[config.mk]
export PLATFORM = sky130hd
export DESIGN_NAME = mbet_ctrl
export DESIGN_NICKNAME = d
export VERILOG_FILES = /design/src/hdl/mbet_pkg.sv /design/src/hdl/mbet_ctrl.sv
export VERILOG_INCLUDE_DIRS = /design/src /design/src/hdl
export SDC_FILE = /design/constraint.sdc
export NUM_CORES = 1
export LEC_CHECK = 0
export BUFFER_PORTS_ARGS = -buffer_cell sky130_fd_sc_hd__buf_2
export CORE_AREA = 3 3 40 42
export CTS_BUF_LIST = sky130_fd_sc_hd__clkbuf_2
export DETAILED_ROUTE_END_ITERATION = 7
export DIE_AREA = 0 0 43 45
export PLACE_DENSITY_LB_ADDON = 0.08
export SLEW_MARGIN = 15
export SYNTH_ARGS = -nofsm -noshare
export SYNTH_HDL_FRONTEND = slang
export SYNTH_SLANG_ARGS = --single-unit
[constraint.sdc]
create_clock -name clk -period 2.75 [get_ports clk]
set_input_delay 0 -clock clk [delete_from_list [all_inputs] [get_ports clk]]
set_output_delay 0 -clock clk [all_outputs]
set_load 0.01 [all_outputs]
[src/hdl/mandelbrot_escape_time_pixel_macros.svh]
// Assertion macros used by the escape-time pixel controller.
`ifndef MANDELBROT_ESCAPE_TIME_PIXEL_MACROS_SVH
`define MANDELBROT_ESCAPE_TIME_PIXEL_MACROS_SVH

`ifndef SYNTH

`define MBET_ASSERT_IMP(lbl, clk, rstn, ante, cons) \
	lbl: assert property (@(posedge clk) disable iff (!(rstn)) (ante) |-> (cons)) \
		else $error("same-cycle check failed");

`define MBET_ASSERT_NXT(lbl, clk, rstn, ante, cons) \
	lbl: assert property (@(posedge clk) disable iff (!(rstn)) (ante) |=> (cons)) \
		else $error("next-cycle check failed");

`else

`define MBET_ASSERT_IMP(lbl, clk, rstn, ante, cons)

`define MBET_ASSERT_NXT(lbl, clk, rstn, ante, cons)

`endif

`endif

[src/hdl/mbet_pkg.sv]
// Shared constants, types and fixed-point helpers for the escape-time pixel.
package mbet_pkg;

	localparam int FRAC_BITS = 28;
	localparam int Q_W       = 32;
	localparam int PROD_W    = 2 * Q_W;
	localparam int PIX_W     = 10;
	localparam int LIM_W     = 16;
	localparam int CFG_IDX_W = 2;
	localparam int CFG_W     = 32;
	localparam int COLOR_SHIFT = 24;
	localparam int DIV_STEPS = LIM_W + COLOR_SHIFT;
	localparam int DIV_CNT_W = $clog2(DIV_STEPS);
	localparam int V_W       = COLOR_SHIFT + 1;

	localparam logic signed [Q_W-1:0] QMAX = {1'b0, {(Q_W-1){1'b1}}};
	localparam logic signed [Q_W-1:0] QMIN = {1'b1, {(Q_W-1){1'b0}}};
	localparam logic signed [Q_W-1:0] FOUR = Q_W'(64'd1 << (FRAC_BITS + 2));

	// Register indexes on the configuration port
	localparam logic [CFG_IDX_W-1:0] CFG_OFFSET_X   = 2'd0;
	localparam logic [CFG_IDX_W-1:0] CFG_OFFSET_Y   = 2'd1;
	localparam logic [CFG_IDX_W-1:0] CFG_PIXEL_STEP = 2'd2;
	localparam logic [CFG_IDX_W-1:0] CFG_ITER_LIMIT = 2'd3;

	typedef struct packed {
		logic signed [Q_W-1:0] offset_x;
		logic signed [Q_W-1:0] offset_y;
		logic [Q_W-1:0]        pixel_step;
		logic [LIM_W-1:0]      iteration_limit;
	} cfg_t;

	typedef struct packed {
		logic load_pixel;
		logic coord_mul;
		logic coord_load;
		logic iter_mul;
		logic iter_add;
		logic div_start;
		logic out_load;
	} dp_cmd_t;

	typedef struct packed {
		logic escaped;
		logic at_limit;
		logic div_done;
	} dp_stat_t;

	function automatic logic [Q_W-1:0] mag(input logic signed [Q_W-1:0] a);
		logic [Q_W-1:0] r;
		r = a[Q_W-1] ? (Q_W'(0) - a) : a;
		return r;
	endfunction

	// Sign and magnitude back to a saturated Q4 value
	function automatic logic signed [Q_W-1:0] from_mag(input logic neg,
			input logic [PROD_W-1:0] r);
		logic over;
		logic [Q_W-1:0] lo;
		logic signed [Q_W-1:0] res;
		over = r > {{(PROD_W-Q_W+1){1'b0}}, {(Q_W-1){1'b1}}};
		lo = r[Q_W-1:0];
		if (over)
			res = neg ? QMIN : QMAX;
		else
			res = neg ? $signed(Q_W'(0) - lo) : $signed(lo);
		return res;
	endfunction

	function automatic logic signed [Q_W-1:0] sat_add(input logic signed [Q_W-1:0] a,
			input logic signed [Q_W-1:0] b);
		logic signed [Q_W:0] s;
		logic signed [Q_W-1:0] res;
		s = {a[Q_W-1], a} + {b[Q_W-1], b};
		if (s[Q_W] != s[Q_W-1])
			res = s[Q_W] ? QMIN : QMAX;
		else
			res = s[Q_W-1:0];
		return res;
	endfunction

endpackage

[src/hdl/mbet_ctrl.sv]
// Controller: sequences set-up, iteration, color division and result hand-off.
`include "mandelbrot_escape_time_pixel_macros.svh"

module mbet_ctrl (
	input  logic                  clk,
	input  logic                  arst_n,
	input  logic                  in_valid,
	output logic                  in_stall,
	output logic                  out_valid,
	input  logic                  out_stall,
	output mbet_pkg::dp_cmd_t     cmd,
	input  mbet_pkg::dp_stat_t    stat
);

	localparam logic [2:0] S_IDLE  = 3'd0;
	localparam logic [2:0] S_COORD = 3'd1;
	localparam logic [2:0] S_CLOAD = 3'd2;
	localparam logic [2:0] S_MUL   = 3'd3;
	localparam logic [2:0] S_ADD   = 3'd4;
	localparam logic [2:0] S_DIV   = 3'd5;
	localparam logic [2:0] S_DONE  = 3'd6;

	logic [2:0] state_q, state_d;
	logic       out_valid_q;
	logic       out_free;

	assign out_free = !out_valid_q || !out_stall;

	always_comb begin
		state_d = state_q;
		cmd = '0;
		case (state_q)
			S_IDLE: begin
				if (in_valid) begin
					cmd.load_pixel = 1'b1;
					state_d = S_COORD;
				end
			end
			S_COORD: begin
				cmd.coord_mul = 1'b1;
				state_d = S_CLOAD;
			end
			S_CLOAD: begin
				cmd.coord_load = 1'b1;
				state_d = S_MUL;
			end
			S_MUL: begin
				cmd.iter_mul = 1'b1;
				state_d = S_ADD;
			end
			S_ADD: begin
				// escape test sees the squares of the latest z
				if (stat.escaped || stat.at_limit) begin
					cmd.div_start = 1'b1;
					state_d = S_DIV;
				end else begin
					cmd.iter_add = 1'b1;
					state_d = S_MUL;
				end
			end
			S_DIV: begin
				if (stat.div_done)
					state_d = S_DONE;
			end
			S_DONE: begin
				// hold until the output register is free
				if (out_free) begin
					cmd.out_load = 1'b1;
					state_d = S_IDLE;
				end
			end
			default: state_d = S_IDLE;
		endcase
	end

	always_ff @(posedge clk or negedge arst_n) begin
		if (!arst_n) begin
			state_q     <= S_IDLE;
			out_valid_q <= 1'b0;
		end else begin
			state_q <= state_d;
			if (cmd.out_load)
				out_valid_q <= 1'b1;
			else if (!out_stall)
				out_valid_q <= 1'b0;
		end
	end

	assign in_stall  = state_q != S_IDLE;
	assign out_valid = out_valid_q;

	`MBET_ASSERT_NXT(a_iter_loops, clk, arst_n, (state_q == S_ADD) && !stat.escaped && !stat.at_limit, state_q == S_MUL)
	`MBET_ASSERT_NXT(a_div_to_done, clk, arst_n, (state_q == S_DIV) && stat.div_done, state_q == S_DONE)
	`MBET_ASSERT_NXT(a_result_shown, clk, arst_n, (state_q == S_DONE) && out_free, out_valid_q && (state_q == S_IDLE))

endmodule

==> insert_results.sql <==
INSERT INTO impl_metrics (metric_group, metric, value, unit) VALUES
('yosys', 'synth_top_family_by_area', 'simple AND/OR/NAND/NOR gates', ''),
('cells_and_area', 'fill_cells', '143', ''),
('grt', 'grt-ovfl-total', '0', ''),
('placement', 'hpwl', '566', 'µm'),
('grt', 'first_global_vias', '294', ''),
('drt', 'drc_violation_count_after_routing', '0', ''),
('yosys', 'postSynthAreaPerCell', '7.97', 'µm²'),
('run_status', 'outcome', 'finished, final reports clean', ''),
('timing', 'skew', '0.000646', 'ns'),
('die', 'boundaryPins', '16', ''),
('yosys', 'yosys_cell_types', '20', ''),
('timing', 'setup_tns', '0', 'ns'),
('clock_network', 'tritoncts.num_buffers', '3', ''),
('yosys', 'post_synthesis_compound_gate_area_fraction', '0.211', ''),
('yosys', 'postSynthCellCount', '35', ''),
('placement', 'finalWeightedCongestion', '0.700', ''),
('cells_and_area', 'areaGrowthSynthToFinish', '35.0', '%'),
('worst_hold_path', 'hp-class', 'in -> reg', ''),
('timing', 'fmax', '0.763', 'GHz'),
('clock_network', 'clockBufferDepth', '2', ''),
('power', 'totalPowerFinal', '0.000416', 'W'),
('drt', 'avgRoutedWirePerCell', '11.2', 'µm'),
('clock_network', 'clock_sinks', '4', ''),
('grt', 'grt_pass1_wl', '1280', 'µm'),
('worst_setup_path', 'critical_path_launch_point_type', 'register', ''),
('yosys', 'yosys.area_share.xor_xnor', '0', ''),
('timing', 'setup_repair_after_global_routing_missed_its_margin', 'no', ''),
('placement', 'io_buffers', '15', ''),
('drt', 'detail_route.wirelength', '740', 'µm'),
('die', 'die_height', '45', 'µm'),
('clock_network', 'tritoncts', 'done', ''),
('die', 'placement_rows', '13', ''),
('yosys', 'synth.yosys.seq_area_share', '0.359', ''),
('cells_and_area', 'nets', '60', ''),
('yosys', 'synth_largest_area_cell', 'sky130_fd_sc_hd__dfrtp_1', ''),
('grt', 'gr_util_all_layers', '0.0919', ''),
('cells_and_area', 'antennaDiodeCount', '0', ''),
('die', 'initial_core_util', '0.217', ''),
('worst_setup_path', 'critPathRequiredTime', '2.75', 'ns'),
('yosys', 'synthMuxAreaShare', '0', ''),
('worst_setup_path', 'critPathMaxFanout', '9', ''),
('job', 'maxCapViolations', '0', ''),
('grt', 'antenna_found_initial', '0', ''),
('power', 'p_per_area', '1100', 'nW/µm²'),
('die', 'area_enclosed_by_the_die_boundary', '1940', 'µm²'),
('drt', 'via_count', '306', ''),
('timing', 'slew-limit-headroom', '0.756', ''),
('drt', 'detail_route.vias_per_cell', '4.64', ''),
('yosys', 'top_area_cell_type_share_of_the_netlist_area', '0.359', ''),
('clock_network', 'root_buffer', 'sky130_fd_sc_hd__clkbuf_2', ''),
('timing', 'number_of_slew_limit_violations_in_the_final_report', '0', ''),
('timing', 'tightest_slew', '0.366', 'ns'),
('worst_setup_path', 'worst_setup_path_end_kind', 'output pin', ''),
('clock_network', 'cts_repair_resize_count', '0', ''),
('yosys', 'synthesis.nets', '42', ''),
('drt', 'final_antenna_net_count', '0', ''),
('drt', 'firstDrtPassIters', '3', ''),
('worst_setup_path', 'critical_path_arrival', '1.31', 'ns'),
('drt', 'drtIter0Drc', '1', ''),
('timing', 'timing.final.crit_period', '1.31', 'ns'),
('yosys', 'synth_area', '279', 'µm²'),
('timing', 'hold_viol', '0', ''),
('power', 'leakagePower', '0.202', 'nW'),
('clock_network', 'clock_latency', '0.21', 'ns'),
('timing', 'layout_worst_path_cycle_share', '0.477', ''),
('die', 'core', '1280', 'µm²'),
('yosys', 'ys_ff_latch', '4', ''),
('timing', 'setup_violations', '0', ''),
('die', 'die_w', '43', 'µm'),
('worst_setup_path', 'timing_worst_setup_path_type', 'reg -> out', ''),
('yosys', 'synth-warning-count', '0', ''),
('grt', 'grt_start_max_net_pins', '14', ''),
('clock_network', 'clk_transition_reported_paths', '0.04', 'ns'),
('cells_and_area', 'drive_gt1_frac', '0.392', ''),
('power', 'peakVddDrop', '0.400', 'mV'),
('yosys', 'synth.top_cells.by_area', 'sky130_fd_sc_hd__dfrtp_1 36%, sky130_fd_sc_hd__nor2_1 9.4%, sky130_fd_sc_hd__buf_6 4.0%', ''),
('timing', 'worst_hold_slack', '0.0630', 'ns'),
('yosys', 'synth_fa_ha_area_frac', '0', ''),
('yosys', 'synth_simple_gate_area_frac', '0.314', ''),
('clock_network', 'htree_levels', '1', '');
[per-layer routing]
| layer | up-vias | track usage | wire, µm |
|---|---|---|---|
| met1 | 134 | 0.129 | 359 |
| met5 | - | 0 | 0 |
| met4 | 0 | 0.0361 | 12 |
| met2 | 14 | 0.105 | 304 |
| met3 | 2 | 0.0637 | 63 |
| li1 | 156 | - | - |
[metrics by stage]
stage	setup WS, ns	utilization	instances	area (µm²)
finish	1.44	0.293	66	377
global route	1.33	0.293	66	377
CTS	1.42	0.293	66	377
detailed placement	1.57	0.274	62	352
global placement	1.59	0.274	62	352
floorplan	1.62	-	35	279
[cell usage in the layout (no fill, tap or decap), drive strengths merged, types with 2 or more instances in the layout]
cell type,n
nand2,2
or3,2
dfrtp,4
nor2,7
clkbuf,3
buf,15
inv,3
a21oi,2
nor3,2
[cell usage after synthesis]
cell type	count
sky130_fd_sc_hd__nor2_1	7
sky130_fd_sc_hd__dfrtp_1	4
sky130_fd_sc_hd__inv_1	3
sky130_fd_sc_hd__a21oi_1	2
sky130_fd_sc_hd__buf_2	2
sky130_fd_sc_hd__nand2_1	2
sky130_fd_sc_hd__nor3_1	2
sky130_fd_sc_hd__a21boi_0	1
sky130_fd_sc_hd__a21o_2	1
sky130_fd_sc_hd__a221oi_1	1
sky130_fd_sc_hd__a22o_1	1
sky130_fd_sc_hd__a31oi_1	1
sky130_fd_sc_hd__and3_1	1
sky130_fd_sc_hd__buf_6	1
sky130_fd_sc_hd__nand4_1	1
sky130_fd_sc_hd__nor2b_1	1
sky130_fd_sc_hd__o32ai_1	1
sky130_fd_sc_hd__or2b_1	1
sky130_fd_sc_hd__or3_1	1
sky130_fd_sc_hd__or3_4	1
[critical path, cell delays in order (launching register included)]
cell                      delay (ns)
sky130_fd_sc_hd__dfrtp_1        0.47
sky130_fd_sc_hd__or3_4          0.42
sky130_fd_sc_hd__nor2_1         0.09
sky130_fd_sc_hd__buf_2          0.13
[cell families (layout without fill, tap and decap cells)]
family | after synthesis | in the layout
AND/OR/NAND/NOR | 17 | 17
AO/OA/AOI/OAI | 8 | 8
buffers and inverters | 6 | 22
flip-flops | 4 | 4
[path summary, 6_finish.rpt]
path / from / end / slack (ns) / depth (start not counted)
worst max-delay path: state_q[1] / cmd[6] / 1.44 / 3
worst min-delay path: out_stall / out_valid / 0.06 / 2
worst max register to register: state_q[0] / state_q[2] / 1.57 / 3
worst min register to register: out_valid / out_valid / 0.55 / 1
max in group asynchronous: arst_n / state_q[2] / 2.51 / 2
min in group asynchronous: arst_n / out_valid / 0.13 / 2
[where the power goes]
group          internal (W)  leakage (nW)  switching [W]
Clock             0.0000293        0.0125      0.0000246
Combinational      0.000105         0.141       0.000103
Sequential        0.0000898        0.0489      0.0000650
Total              0.000224         0.202       0.000192
[sequential cells by signal (all words and copies together), names as in the netlist]
register,cells
out_valid,1
state_q,3
[what timing repair did]
| action | 4_1_cts | 5_1_grt |
|---|---|---|
| endpoints found under the setup margin | 0 | 0 |
| hold buffers | 1 | 0 |
| buffers inserted | 0 | 0 |
| endpoints found under the hold margin | 4 | 0 |
[cell type report]
cell class,count,area [µm²],area share
clock buffers,3,15.0,0.0399
inverters,3,11.3,0.0299
multi-input cells,25,146,0.389
flip-flops and latches,4,100,0.266
well taps,15,18.8,0.0498
repair buffers,16,85.1,0.226
No activity file was read; power rests on OpenSTA's default activity.
