===== config.mk =====
export PLATFORM = sky130hd
export DESIGN_NAME = mbet_cfg
export DESIGN_NICKNAME = d
export VERILOG_FILES = /design/src/hdl/mandelbrot_escape_time_pixel_macros.svh /design/src/hdl/mbet_pkg.sv /design/src/hdl/mbet_cfg.sv
export SDC_FILE = /design/constraint.sdc
export NUM_CORES = 1
export LEC_CHECK = 0
export BUFFER_PORTS_ARGS = -buffer_cell sky130_fd_sc_hd__buf_2
export CORE_ASPECT_RATIO = 0.5
export CORE_UTILIZATION = 50
export CTS_BUF_LIST = sky130_fd_sc_hd__clkbuf_4
export DETAILED_ROUTE_END_ITERATION = 10
export GPL_ROUTABILITY_DRIVEN = 0
export PLACE_DENSITY = 0.76
export SETUP_SLACK_MARGIN = 0.2
export SLEW_MARGIN = 20
export SYNTH_ARGS = -nofsm -noshare
export SYNTH_HDL_FRONTEND = slang
export SYNTH_SLANG_ARGS = --single-unit

===== constraint.sdc =====
create_clock -name clk -period 1 [get_ports clk]
set_clock_uncertainty 0.05 [all_clocks]
set_input_delay 0.25 -clock clk [delete_from_list [all_inputs] [get_ports clk]]
set_output_delay 0.25 -clock clk [all_outputs]
set_load 0.005 [all_outputs]

===== src/hdl/mandelbrot_escape_time_pixel_macros.svh =====
// Assertion macros used by the escape-time pixel controller.
`ifndef MANDELBROT_ESCAPE_TIME_PIXEL_MACROS_SVH
`define MANDELBROT_ESCAPE_TIME_PIXEL_MACROS_SVH

`ifndef SYNTH

`define MBET_ASSERT_IMP(lbl, clk, rstn, ante, cons) \
	lbl: assert property (@(posedge clk) disable iff (!(rstn)) (ante) |-> (cons)) \
		else $error("same-cycle check failed");

`define MBET_ASSERT_NXT(lbl, clk, rstn, ante, cons) \
	lbl: assert property (@(posedge clk) disable iff (!(rstn)) (ante) |=> (cons)) \
		else $error("next-cycle check failed");

`else

`define MBET_ASSERT_IMP(lbl, clk, rstn, ante, cons)

`define MBET_ASSERT_NXT(lbl, clk, rstn, ante, cons)

`endif

`endif


===== src/hdl/mbet_pkg.sv =====
// Shared constants, types and fixed-point helpers for the escape-time pixel.
package mbet_pkg;

	localparam int FRAC_BITS = 28;
	localparam int Q_W       = 32;
	localparam int PROD_W    = 2 * Q_W;
	localparam int PIX_W     = 10;
	localparam int LIM_W     = 16;
	localparam int CFG_IDX_W = 2;
	localparam int CFG_W     = 32;
	localparam int COLOR_SHIFT = 24;
	localparam int DIV_STEPS = LIM_W + COLOR_SHIFT;
	localparam int DIV_CNT_W = $clog2(DIV_STEPS);
	localparam int V_W       = COLOR_SHIFT + 1;

	localparam logic signed [Q_W-1:0] QMAX = {1'b0, {(Q_W-1){1'b1}}};
	localparam logic signed [Q_W-1:0] QMIN = {1'b1, {(Q_W-1){1'b0}}};
	localparam logic signed [Q_W-1:0] FOUR = Q_W'(64'd1 << (FRAC_BITS + 2));

	// Register indexes on the configuration port
	localparam logic [CFG_IDX_W-1:0] CFG_OFFSET_X   = 2'd0;
	localparam logic [CFG_IDX_W-1:0] CFG_OFFSET_Y   = 2'd1;
	localparam logic [CFG_IDX_W-1:0] CFG_PIXEL_STEP = 2'd2;
	localparam logic [CFG_IDX_W-1:0] CFG_ITER_LIMIT = 2'd3;

	typedef struct packed {
		logic signed [Q_W-1:0] offset_x;
		logic signed [Q_W-1:0] offset_y;
		logic [Q_W-1:0]        pixel_step;
		logic [LIM_W-1:0]      iteration_limit;
	} cfg_t;

	typedef struct packed {
		logic load_pixel;
		logic coord_mul;
		logic coord_load;
		logic iter_mul;
		logic iter_add;
		logic div_start;
		logic out_load;
	} dp_cmd_t;

	typedef struct packed {
		logic escaped;
		logic at_limit;
		logic div_done;
	} dp_stat_t;

	function automatic logic [Q_W-1:0] mag(input logic signed [Q_W-1:0] a);
		logic [Q_W-1:0] r;
		r = a[Q_W-1] ? (Q_W'(0) - a) : a;
		return r;
	endfunction

	// Sign and magnitude back to a saturated Q4 value
	function automatic logic signed [Q_W-1:0] from_mag(input logic neg,
			input logic [PROD_W-1:0] r);
		logic over;
		logic [Q_W-1:0] lo;
		logic signed [Q_W-1:0] res;
		over = r > {{(PROD_W-Q_W+1){1'b0}}, {(Q_W-1){1'b1}}};
		lo = r[Q_W-1:0];
		if (over)
			res = neg ? QMIN : QMAX;
		else
			res = neg ? $signed(Q_W'(0) - lo) : $signed(lo);
		return res;
	endfunction

	function automatic logic signed [Q_W-1:0] sat_add(input logic signed [Q_W-1:0] a,
			input logic signed [Q_W-1:0] b);
		logic signed [Q_W:0] s;
		logic signed [Q_W-1:0] res;
		s = {a[Q_W-1], a} + {b[Q_W-1], b};
		if (s[Q_W] != s[Q_W-1])
			res = s[Q_W] ? QMIN : QMAX;
		else
			res = s[Q_W-1:0];
		return res;
	endfunction

endpackage


===== src/hdl/mbet_cfg.sv =====
// Configuration register file: offsets, pixel step and iteration limit.
module mbet_cfg (
	input  logic                              clk,
	input  logic                              arst_n,
	input  logic                              cfg_write,
	input  logic [mbet_pkg::CFG_IDX_W-1:0]    cfg_index,
	input  logic [mbet_pkg::CFG_W-1:0]        cfg_data,
	output mbet_pkg::cfg_t                    cfg
);

	mbet_pkg::cfg_t cfg_q;

	always_ff @(posedge clk or negedge arst_n) begin
		if (!arst_n) begin
			cfg_q.offset_x        <= mbet_pkg::Q_W'(150);
			cfg_q.offset_y        <= mbet_pkg::Q_W'(190);
			cfg_q.pixel_step      <= mbet_pkg::Q_W'(1342177);
			cfg_q.iteration_limit <= mbet_pkg::LIM_W'(500);
		end else if (cfg_write) begin
			case (cfg_index)
				mbet_pkg::CFG_OFFSET_X:   cfg_q.offset_x <= $signed(cfg_data);
				mbet_pkg::CFG_OFFSET_Y:   cfg_q.offset_y <= $signed(cfg_data);
				mbet_pkg::CFG_PIXEL_STEP: cfg_q.pixel_step <= cfg_data;
				mbet_pkg::CFG_ITER_LIMIT:
					cfg_q.iteration_limit <= cfg_data[mbet_pkg::LIM_W-1:0];
				default: ;
			endcase
		end
	end

	assign cfg = cfg_q;

endmodule


==> results of run 1 <==
## logic make-up after synthesis
family	share of synthesized area (%)
buffers and inverters	1.984
DFF	67.13
muxes	29.85
and+or+nand+nor	1.036
## what timing repair did
| action | in CTS | in global routing |
|---|---|---|
| pin swaps | 2 | 0 |
| buffers inserted | 37 | 25 |
| resized for setup | 93 | 60 |
| endpoints found under the hold margin | 173 | 71 |
| setup endpoints to repair | 211 | 224 |
| gates cloned | 7 | 2 |
## layer usage
layer | global-route usage, % | up-vias | routed length (um)
met5 | 0 | - | 0
met4 | 7.849 | 0 | 86
met3 | 6.849 | 12 | 543
met2 | 43.58 | 93 | 6177
met1 | 32.42 | 1594 | 5272
li1 | - | 1318 | -
## how the worst min path moves through the flow
stage	slack, ns	end	from	cells past startpoint
global route	-0.04	cfg[111]	cfg_data[31]	2
finish	-0.009	cfg[102]	cfg_data[22]	2
floorplan	-0.1	cfg[0]	arst_n	0
CTS	-0.03	cfg[102]	cfg_data[22]	2
detailed placement	0.21	cfg[61]	arst_n	2
global placement	0.21	cfg[94]	arst_n	2
## through the flow
step / worst slack (ns) / power, mW / util [%] / hold WS (ns)
after floorplan: -0.2239 / 7.102 / - / -0.09559
after global placement: -0.3848 / 8.327 / 65.85 / 0.2073
after detailed placement: -0.4161 / 8.490 / 65.85 / 0.2146
after CTS: -0.4588 / 11.65 / 77.12 / -0.03066
after global routing: -0.5068 / 12.92 / 82.78 / -0.03507
final: -0.4668 / 12.40 / 82.78 / -0.008767
## synth_stat cells
cell type	instances
nand3_2	1
mux2_2	110
buf_2	1
buf_4	6
buf_6	3
nor3b_4	1
dfstp_2	27
mux2_1	2
nand3b_1	2
dfrtp_1	85
## report_power, final
part | internal, mW | switching [mW] | leakage, nW
Sequential | 5.54 | 0.561 | 1.29
Clock | 1.03 | 1.46 | 0.0824
Combinational | 2.56 | 1.24 | 2.07
## final cells by class
class,instances,area share (%)
Clock buffer,10,1.121
Multi-Input combinational cell,116,24.49
Sequential cell,112,42.37
Tap cell,112,2.093
Timing Repair Buffer,237,28.65
Clock inverter,6,1.271
==> metrics.txt, run 1 <==
dpl hpwl 6.927 mm; initial DRC count 144; Syn Std Cell Area 4225 um^2; sequential element share of the synthesized area 67.13%; FF+latch count, synth 112; Worst slew margin 76.31%; Pins Over Slew Limit 0; R2R depth 3; post-synth cell types 10; CTS Root Buffer Type clkbuf_4; CTS tree done; final worst-path cycle share 146.7%; area share of the largest cell type after synthesis 50.34%; delay-heaviest family, CP flip-flops; R2R Path End cfg[85]; Final min period 1.467 ns; Final ANT Viol Nets 0; final instance area 6694 um^2; cell taking the most area after synthesis dfrtp_1; TritonCTS Buffers 9; maximum fanout along the worst path 2; Req. time, crit path 0.70 ns; footprint of the multi-input gates 1639 um^2; crit start category flop; Crit. path cell count 1; std cell rows 23; io pins 149; Core ar. 8087 um^2; failing checks negative hold slack, negative setup slack; Worst path slowest cell dfstp_2; largest net degree at the start of global routing 43; commonest non-fill, non-tap cell in the layout buf_2; CTS Buffer Depth 2; routed wire length 12.08 mm; TNS Setup -38.47 ns; chip height 67 um; Filler cells 402; Slew @ Worst Pin 0.3553 ns; Area contributors post-synth dfrtp_1, mux2_2, dfstp_2, buf_4, buf_6; Seq. cell area 2836 um^2; Final setup viols 122; Residual DRC 0; fraction of layout cells with a size suffix above 1 81.70%; status complete, but fails checks; IO Port Bufs 148; crit path from cfg[4]; chip width 132.0 um; DR WL/cell 20.37 um; first-pass GRT wire length 16.59 mm; Synth Instances 238; r2r startpoint cfg[85]; Inst Count DP 505; worst path bufs/invs 1; via/cell ratio 5.088; # hold bufs at CTS 1; Non-Filler Instances 593; n_diodes 0; Clock Pin Slew Worst Setup and Hold Paths 0.17 ns; Fin Hold WS -0.008767 ns; die area 8844 um^2; max-cap violation count 0; routed vias 3017; critical path class flop to output pin; Critical Path Sink cfg[4]; worst skew pair latency 0.45 ns; worst-path cell chain buf_6; syn_nets 275; Post-Place Cell Area 5325 um^2; commonest cells after routing, fill and taps aside buf_2, mux2_4, dfrtp_1; CP peak stage delay 0.60 ns; worst vdd ir 1.133 mV; Clock Sinks 112; Hold Path Class input pin to flop; max reg flops 112; r2r setup slk -0.07 ns; DRT Pass-1 Iters 4; highest clock rate 681.8 MHz; P per Cell Area 1852 nW/um^2; RSZ-0062 raised after global routing true; Leak 3.446 nW; initial core utilization 52.25%; area grow syn2layout 58.42%; Critical Path AT 1.17 ns; Syn Area/Cell 17.75 um^2; initial antenna violation count 0; NumNets Final 513; number of global-route vias before repair 2958; setup ws final -0.4668 ns; H-tree Lvls 3; Total GRT Usage 25.57%; Hold Violations, Final 3; Ys Warns 0; GRT Residual Overflow 0; critical path capture point type output pin
Note: power is estimated with default switching activity, not from simulation.
==> run 2, diff against run 1 <==
--- a/config.mk
+++ b/config.mk
@@ -5,13 +5,14 @@
 export SDC_FILE = /design/constraint.sdc
 export NUM_CORES = 1
 export LEC_CHECK = 0
+export ABC_AREA = 1
 export BUFFER_PORTS_ARGS = -buffer_cell sky130_fd_sc_hd__buf_2
 export CORE_ASPECT_RATIO = 0.5
 export CORE_UTILIZATION = 50
 export CTS_BUF_LIST = sky130_fd_sc_hd__clkbuf_4
 export DETAILED_ROUTE_END_ITERATION = 10
 export GPL_ROUTABILITY_DRIVEN = 0
-export PLACE_DENSITY = 0.76
+export PLACE_DENSITY = 0.74
 export SETUP_SLACK_MARGIN = 0.2
 export SLEW_MARGIN = 20
 export SYNTH_ARGS = -nofsm -noshare
==> run 2 against run 1 <==
Effect of this change: the flow finishes with violations (negative setup slack); critical endpoint is now cfg[28]; clock power fell by 20%; final cell count rose by 45%; sequential power fell by 4.3%.
==> metrics.txt, run 2 <==
status complete, but fails checks (unchanged); failing checks negative setup slack (was negative hold slack, negative setup slack); r2r setup slk 0.06 ns (was -0.07 ns); routed vias 4656 (was 3017); Area contributors post-synth dfrtp_1, nand2_1, dfstp_2, nand4_1, buf_6 (was dfrtp_1, mux2_2, dfstp_2, buf_4, buf_6); delay-heaviest family, CP flip-flops (unchanged); Slew @ Worst Pin 0.3020 ns (was 0.3553 ns); critical path class flop to output pin (unchanged); DRT Pass-1 Iters 6 (was 4); commonest non-fill, non-tap cell in the layout nand2_1 (was buf_2); R2R depth 4 (was 3); final instance area 6964 um^2 (was 6694 um^2); std cell rows 24 (was 23); cell taking the most area after synthesis dfrtp_1 (unchanged); simple-gate share of the synthesized area 32.92% (was 1.036%); crit path from cfg[28] (was cfg[4]); largest net degree at the start of global routing 38 (was 43); initial core utilization 53.12% (was 52.25%); CTS Root Buffer Type clkbuf_4 (unchanged); max reg flops 112 (unchanged); fraction of layout cells with a size suffix above 1 44.94% (was 81.70%); Req. time, crit path 0.70 ns (about the same); Async S/R FF share, synth 100.0% (unchanged); routed wire length 14.60 mm (was 12.08 mm); CTS tree done (unchanged); Total GRT Usage 27.96% (was 25.57%); most frequent cell after synthesis nand2_1 (was mux2_2); H-tree Lvls 3 (unchanged); Hold Path Class input pin to flop (unchanged); dpl hpwl 8.674 mm (was 6.927 mm); chip height 71.06 um (was 67 um); worst skew pair latency 0.45 ns (about the same); CP peak stage delay 0.58 ns (was 0.60 ns); Top FF cell, synth dfrtp_1 (unchanged); post-synth cell types 13 (was 10); Worst path slowest cell dfstp_2 (unchanged); Post-synth top cells nand2_1, dfrtp_1, nand4_1, nand3_1, dfstp_2 (was mux2_2, dfrtp_1, dfstp_2, buf_4, buf_6); footprint of the multi-input gates 1717 um^2 (was 1639 um^2); Post-synth EDFFs 0 (unchanged); TritonCTS Buffers 9 (unchanged); Core ar. 8979 um^2 (was 8087 um^2); Residual DRC 0 (unchanged); final worst-path cycle share 144.7% (was 146.7%); syn_nets 536 (was 275); initial antenna violation count 0 (unchanged); Synth Area in Adders 0% (unchanged); worst vdd ir 0.7453 mV (was 1.133 mV); area share of the largest cell type after synthesis 44.60% (was 50.34%); worst hold path depth 3 (was 2); Filler cells 606 (was 402); Final ANT Viol Nets 0 (unchanged); RSZ-0062 raised after global routing true (unchanged); chip width 140.1 um (was 132.0 um); Pins Over Slew Limit 0 (unchanged); Syn Std Cell Area 4770 um^2 (was 4225 um^2); Worst slew margin 79.86% (was 76.31%); Ys Warns 0 (unchanged); first-pass GRT wire length 21.69 mm (was 16.59 mm); worst path bufs/invs 1 (unchanged); io pins 149 (unchanged); largest family of logic cells by synthesized area simple AND/OR/NAND/NOR gates (was multiplexers); Clock Pin Slew Worst Setup and Hold Paths 0.16 ns (was 0.17 ns); Syn Area/Cell 9.558 um^2 (was 17.75 um^2); Clock Sinks 112 (unchanged); Synth Instances 499 (was 238); GRT Residual Overflow 0 (unchanged); area grow syn2layout 46.01% (was 58.42%); Leak 3.738 nW (was 3.446 nW); r2r startpoint cfg[63] (was cfg[85]); Worst Hold Launch cfg_data[15] (was cfg_data[22]); Tot Pwr 11.16 mW (was 12.40 mW); initial DRC count 378 (was 144); CTS Buffer Depth 2 (unchanged); post-synthesis mux area share 0% (was 29.85%); XOR/XNOR Fraction of Synth Area 0% (unchanged); highest clock rate 691.1 MHz (was 681.8 MHz); TNS Setup -36.83 ns (was -38.47 ns); via/cell ratio 5.420 (was 5.088); P per Cell Area 1603 nW/um^2 (was 1852 nW/um^2); DR WL/cell 16.99 um (was 20.37 um); setup ws final -0.4470 ns (was -0.4668 ns); worst-case hold path end point cfg[63] (was cfg[102]); Final min period 1.447 ns (was 1.467 ns); critical path capture point type output pin (unchanged); max-cap violation count 0 (unchanged); NumNets Final 773 (was 513); die area 9957 um^2 (was 8844 um^2); number of global-route vias before repair 4260 (was 2958); worst-path cell chain buf_2 (was buf_6); R2R Path End cfg[63] (was cfg[85]); Synth Area in Compound Gates 0% (unchanged); Seq. cell area 2836 um^2 (unchanged); Post-Place Cell Area 5709 um^2 (was 5325 um^2); crit start category flop (unchanged); maximum fanout along the worst path 2 (unchanged); commonest cells after routing, fill and taps aside nand2_1, buf_2, dfrtp_1 (was buf_2, mux2_4, dfrtp_1); Critical Path AT 1.15 ns (was 1.17 ns); IO Port Bufs 148 (unchanged); sequential element share of the synthesized area 59.47% (was 67.13%); FF+latch count, synth 112 (unchanged); Final setup viols 112 (was 122); Hold Violations, Final 0 (was 3)
-- run 2: changes by cell type after synthesis, sizes merged --
cell | previous run | this run
nor3b | 1 | 0
mux2 | 112 | 0
nand3 | 1 | 35
nand2 | 0 | 225
inv | 0 | 2
nand3b | 2 | 0
nand4 | 0 | 80
nor2 | 0 | 1
buf | 10 | 44
-- run 2: cell type report --
type	instances	area share, %
Antenna cell	1	0.03593
Clock buffer	10	1.078
Clock inverter	6	0.5031
Inverter	2	0.2156
Multi-Input combinational cell	341	24.65
Sequential cell	112	40.73
Tap cell	117	2.102
Timing Repair Buffer	270	30.69
-- run 2: cell families after synthesis --
logic type / Yosys count
simple gates: 341
flops: 112
buf+inv: 46
-- run 2: routing by layer --
metal	track usage (%)	routed length, um	vias up
li1	-	-	2145
met1	37.99	6273	2265
met2	46.78	7118	227
met3	5.755	1029	19
met4	6.471	176	0
met5	0	0	-
-- run 2: power by group --
group	switching [mW]	internal [mW]	total, mW
clock network	1.46	0.533	1.99
logic	1.50	1.83	3.33
registers	0.467	5.37	5.84
total	3.42	7.74	11.2
-- run 2: how the worst max path moves through the flow --
stage	cells past startpoint	to	slack, ns
2_1_floorplan	6	cfg[100]	0.03
3_3_place_gp	5	cfg[80]	-0.23
3_5_place_dp	5	cfg[109]	-0.28
4_1_cts	1	cfg[55]	-0.47
5_1_grt	1	cfg[28]	-0.50
6_report	1	cfg[28]	-0.45
-- run 2: tightest hold or removal path, delay by kind of cell --
kind / cells / cell delay, ns
and+or+nand+nor: 2 / 0.13
buffers and inverters: 1 / 0.14
-- run 2: what timing repair did --
action | 4_1_cts | 5_1_grt
pin swaps | 1 | 41
hold buffers | 32 | 0
gates resized for setup | 6 | 97
endpoints found under the setup margin | 112 | 160
hold endpoints to repair | 185 | 0
setup buffers | 29 | 32
-- run 2: stage by stage --
stage / utilization (%) / setup WS (ns) / cells / hold slack (ns)
CTS: 71.22 / -0.4704 / 826 / 0.01400
floorplan: - / 0.03203 / 499 / -0.09559
finish: 77.56 / -0.4470 / 859 / 0.03901
detailed placement: 63.59 / -0.2800 / 749 / 0.07945
global placement: 63.59 / -0.2299 / 749 / 0.07808
global route: 77.54 / -0.4973 / 858 / 0.01438
==> run 3, diff against run 2 <==
--- a/config.mk
+++ b/config.mk
@@ -12,6 +12,7 @@
 export CTS_BUF_LIST = sky130_fd_sc_hd__clkbuf_4
 export DETAILED_ROUTE_END_ITERATION = 10
 export GPL_ROUTABILITY_DRIVEN = 0
+export MAX_ROUTING_LAYER = met4
 export PLACE_DENSITY = 0.74
 export SETUP_SLACK_MARGIN = 0.2
 export SLEW_MARGIN = 20
==> run 3 against run 2 <==
Effect of this change: the flow still finishes with violations (negative setup slack); global-route usage increased by 0.92 points; largest cell class unchanged; via count decreased by 0.15%; first-iteration DRC count increased by 1.6%; clock-buffer cell count unchanged; clock power about the same; critical path depth unchanged; sequential share of layout area about the same; sequential cell count unchanged; non-clock buffer count unchanged.
==> metrics.txt, run 3 (synthesis results as in run 2) <==
number of global-route vias before repair 4259 (was 4260); max reg flops 112 (unchanged); GRT Residual Overflow 0 (unchanged); worst vdd ir 0.7441 mV (was 0.7453 mV); CP peak stage delay 0.58 ns (about the same); Slew @ Worst Pin 0.3060 ns (was 0.3020 ns); highest clock rate 693.2 MHz (was 691.1 MHz); H-tree Lvls 3 (unchanged); DR WL/cell 16.91 um (was 16.99 um); largest net degree at the start of global routing 38 (unchanged); TritonCTS Buffers 9 (unchanged); Req. time, crit path 0.70 ns (about the same); NumNets Final 773 (unchanged); IO Port Bufs 148 (unchanged); Clock Pin Slew Worst Setup and Hold Paths 0.16 ns (about the same); dpl hpwl 8.674 mm (unchanged); chip width 140.1 um (unchanged); initial DRC count 384 (was 378); first-pass GRT wire length 21.71 mm (was 21.69 mm); chip height 71.06 um (unchanged); via/cell ratio 5.418 (was 5.420); Residual DRC 0 (unchanged); worst-path cell chain buf_2 (unchanged); P per Cell Area 1603 nW/um^2 (about the same); worst path bufs/invs 1 (unchanged); routed wire length 14.51 mm (was 14.60 mm); Hold Violations, Final 0 (unchanged); io pins 149 (unchanged); RSZ-0062 raised after global routing true (unchanged); Hold Path Class input pin to flop (unchanged); DRT Pass-1 Iters 6 (unchanged); worst skew pair latency 0.45 ns (about the same); Leak 3.739 nW (was 3.738 nW); area grow syn2layout 46.04% (was 46.01%); maximum fanout along the worst path 2 (unchanged); critical path capture point type output pin (unchanged); routed vias 4649 (was 4656); Final min period 1.443 ns (was 1.447 ns); Worst slew margin 79.60% (was 79.86%); delay-heaviest family, CP flip-flops (unchanged); Final setup viols 112 (unchanged); die area 9957 um^2 (unchanged); Total GRT Usage 28.89% (was 27.96%); CTS Root Buffer Type clkbuf_4 (unchanged); Critical Path AT 1.14 ns (was 1.15 ns); std cell rows 24 (unchanged); commonest non-fill, non-tap cell in the layout nand2_1 (unchanged); status complete, but fails checks (unchanged); final worst-path cycle share 144.3% (was 144.7%); Pins Over Slew Limit 0 (unchanged); failing checks negative setup slack (unchanged); commonest cells after routing, fill and taps aside nand2_1, buf_2, dfrtp_1 (unchanged); TNS Setup -37.11 ns (was -36.83 ns); critical path class flop to output pin (unchanged); Core ar. 8979 um^2 (unchanged); CTS tree done (unchanged); initial antenna violation count 0 (unchanged); n_diodes 0 (was 1); initial core utilization 53.12% (unchanged); Final ANT Viol Nets 0 (unchanged); crit start category flop (unchanged); max-cap violation count 0 (unchanged); Clock Sinks 112 (unchanged); fraction of layout cells with a size suffix above 1 44.94% (unchanged); Worst path slowest cell dfstp_2 (unchanged); setup ws final -0.4427 ns (was -0.4470 ns); Inst Count DP 749 (unchanged); Non-Filler Instances 858 (was 859); CTS Buffer Depth 2 (unchanged)
==> run 3: cell count changes in the layout (fill, tap and decap cells not counted) <==
cell     delta
diode_2     -1
buf_6       +1
buf_4       -1
==> run 3: routing by layer <==
layer	global-route usage, %	vias to the layer above	part of all wire [%]	wire (um)
met5	-	-	0	0
met3	5.213	19	6.0	877
met4	6.838	0	1.2	179
li1	-	2142	-	-
met2	46.78	210	49	7084
met1	38.22	2278	44	6364
==> run 3: through the flow <==
| stage | util [%] | hold WS (ns) | setup slack [ns] | power [mW] | area, um^2 |
|---|---|---|---|---|---|
| 2_1_floorplan | - | -0.09559 | 0.03203 | 6.830 | 4855 |
| 3_3_place_gp | 63.59 | 0.07808 | -0.2299 | 7.983 | 5709 |
| 3_5_place_dp | 63.59 | 0.07945 | -0.2800 | 8.059 | 5709 |
| 4_1_cts | 71.22 | 0.01400 | -0.4704 | 10.43 | 6395 |
| 5_1_grt | 77.58 | 0.01439 | -0.4925 | 11.73 | 6965 |
| 6_report | 77.58 | 0.03667 | -0.4427 | 11.16 | 6965 |
==> run 3: tightest hold or removal path, delay by kind of cell <==
family / cells / cell delay [ns]
and+or+nand+nor: 2 / 0.13
buffers and inverters: 1 / 0.14
==> run 3: area by class of cell <==
cell class | instances | area (um^2)
timing repair buffer | 270 | 2141
multi-input combinational | 341 | 1717
sequential | 112 | 2836
clock buffer | 10 | 75.07
fill | 608 | 2013
tap | 117 | 146.4
clock inverter | 6 | 35.03
inverter | 2 | 15.01
==> run 3: worst paths after layout <==
kind                            slack [ns]         start  cells after the start  endpoint
worst max-delay path                 -0.44       cfg[28]                      1   cfg[28]
worst min-delay path                  0.04  cfg_data[15]                      3   cfg[63]
worst max register to register        0.06       cfg[63]                      4   cfg[63]
worst min register to register        0.42       cfg[29]                      2   cfg[29]
max in group asynchronous             0.28        arst_n                      3   cfg[34]
min in group asynchronous             0.12        arst_n                      2   cfg[17]
==> run 3: repair_timing <==
action	CTS	global route
gates resized for setup	6	98
setup buffers	29	32
pin swaps	1	41
endpoints found under the setup margin	112	161
hold buffers	32	0
hold endpoints to repair	185	0
==> run 3: where the power goes <==
group / total, mW / internal, mW / switching (mW)
combinational: 3.33 / 1.84 / 1.49
clock: 1.99 / 0.533 / 1.46
sequential: 5.84 / 5.37 / 0.469
total: 11.2 / 7.74 / 3.42
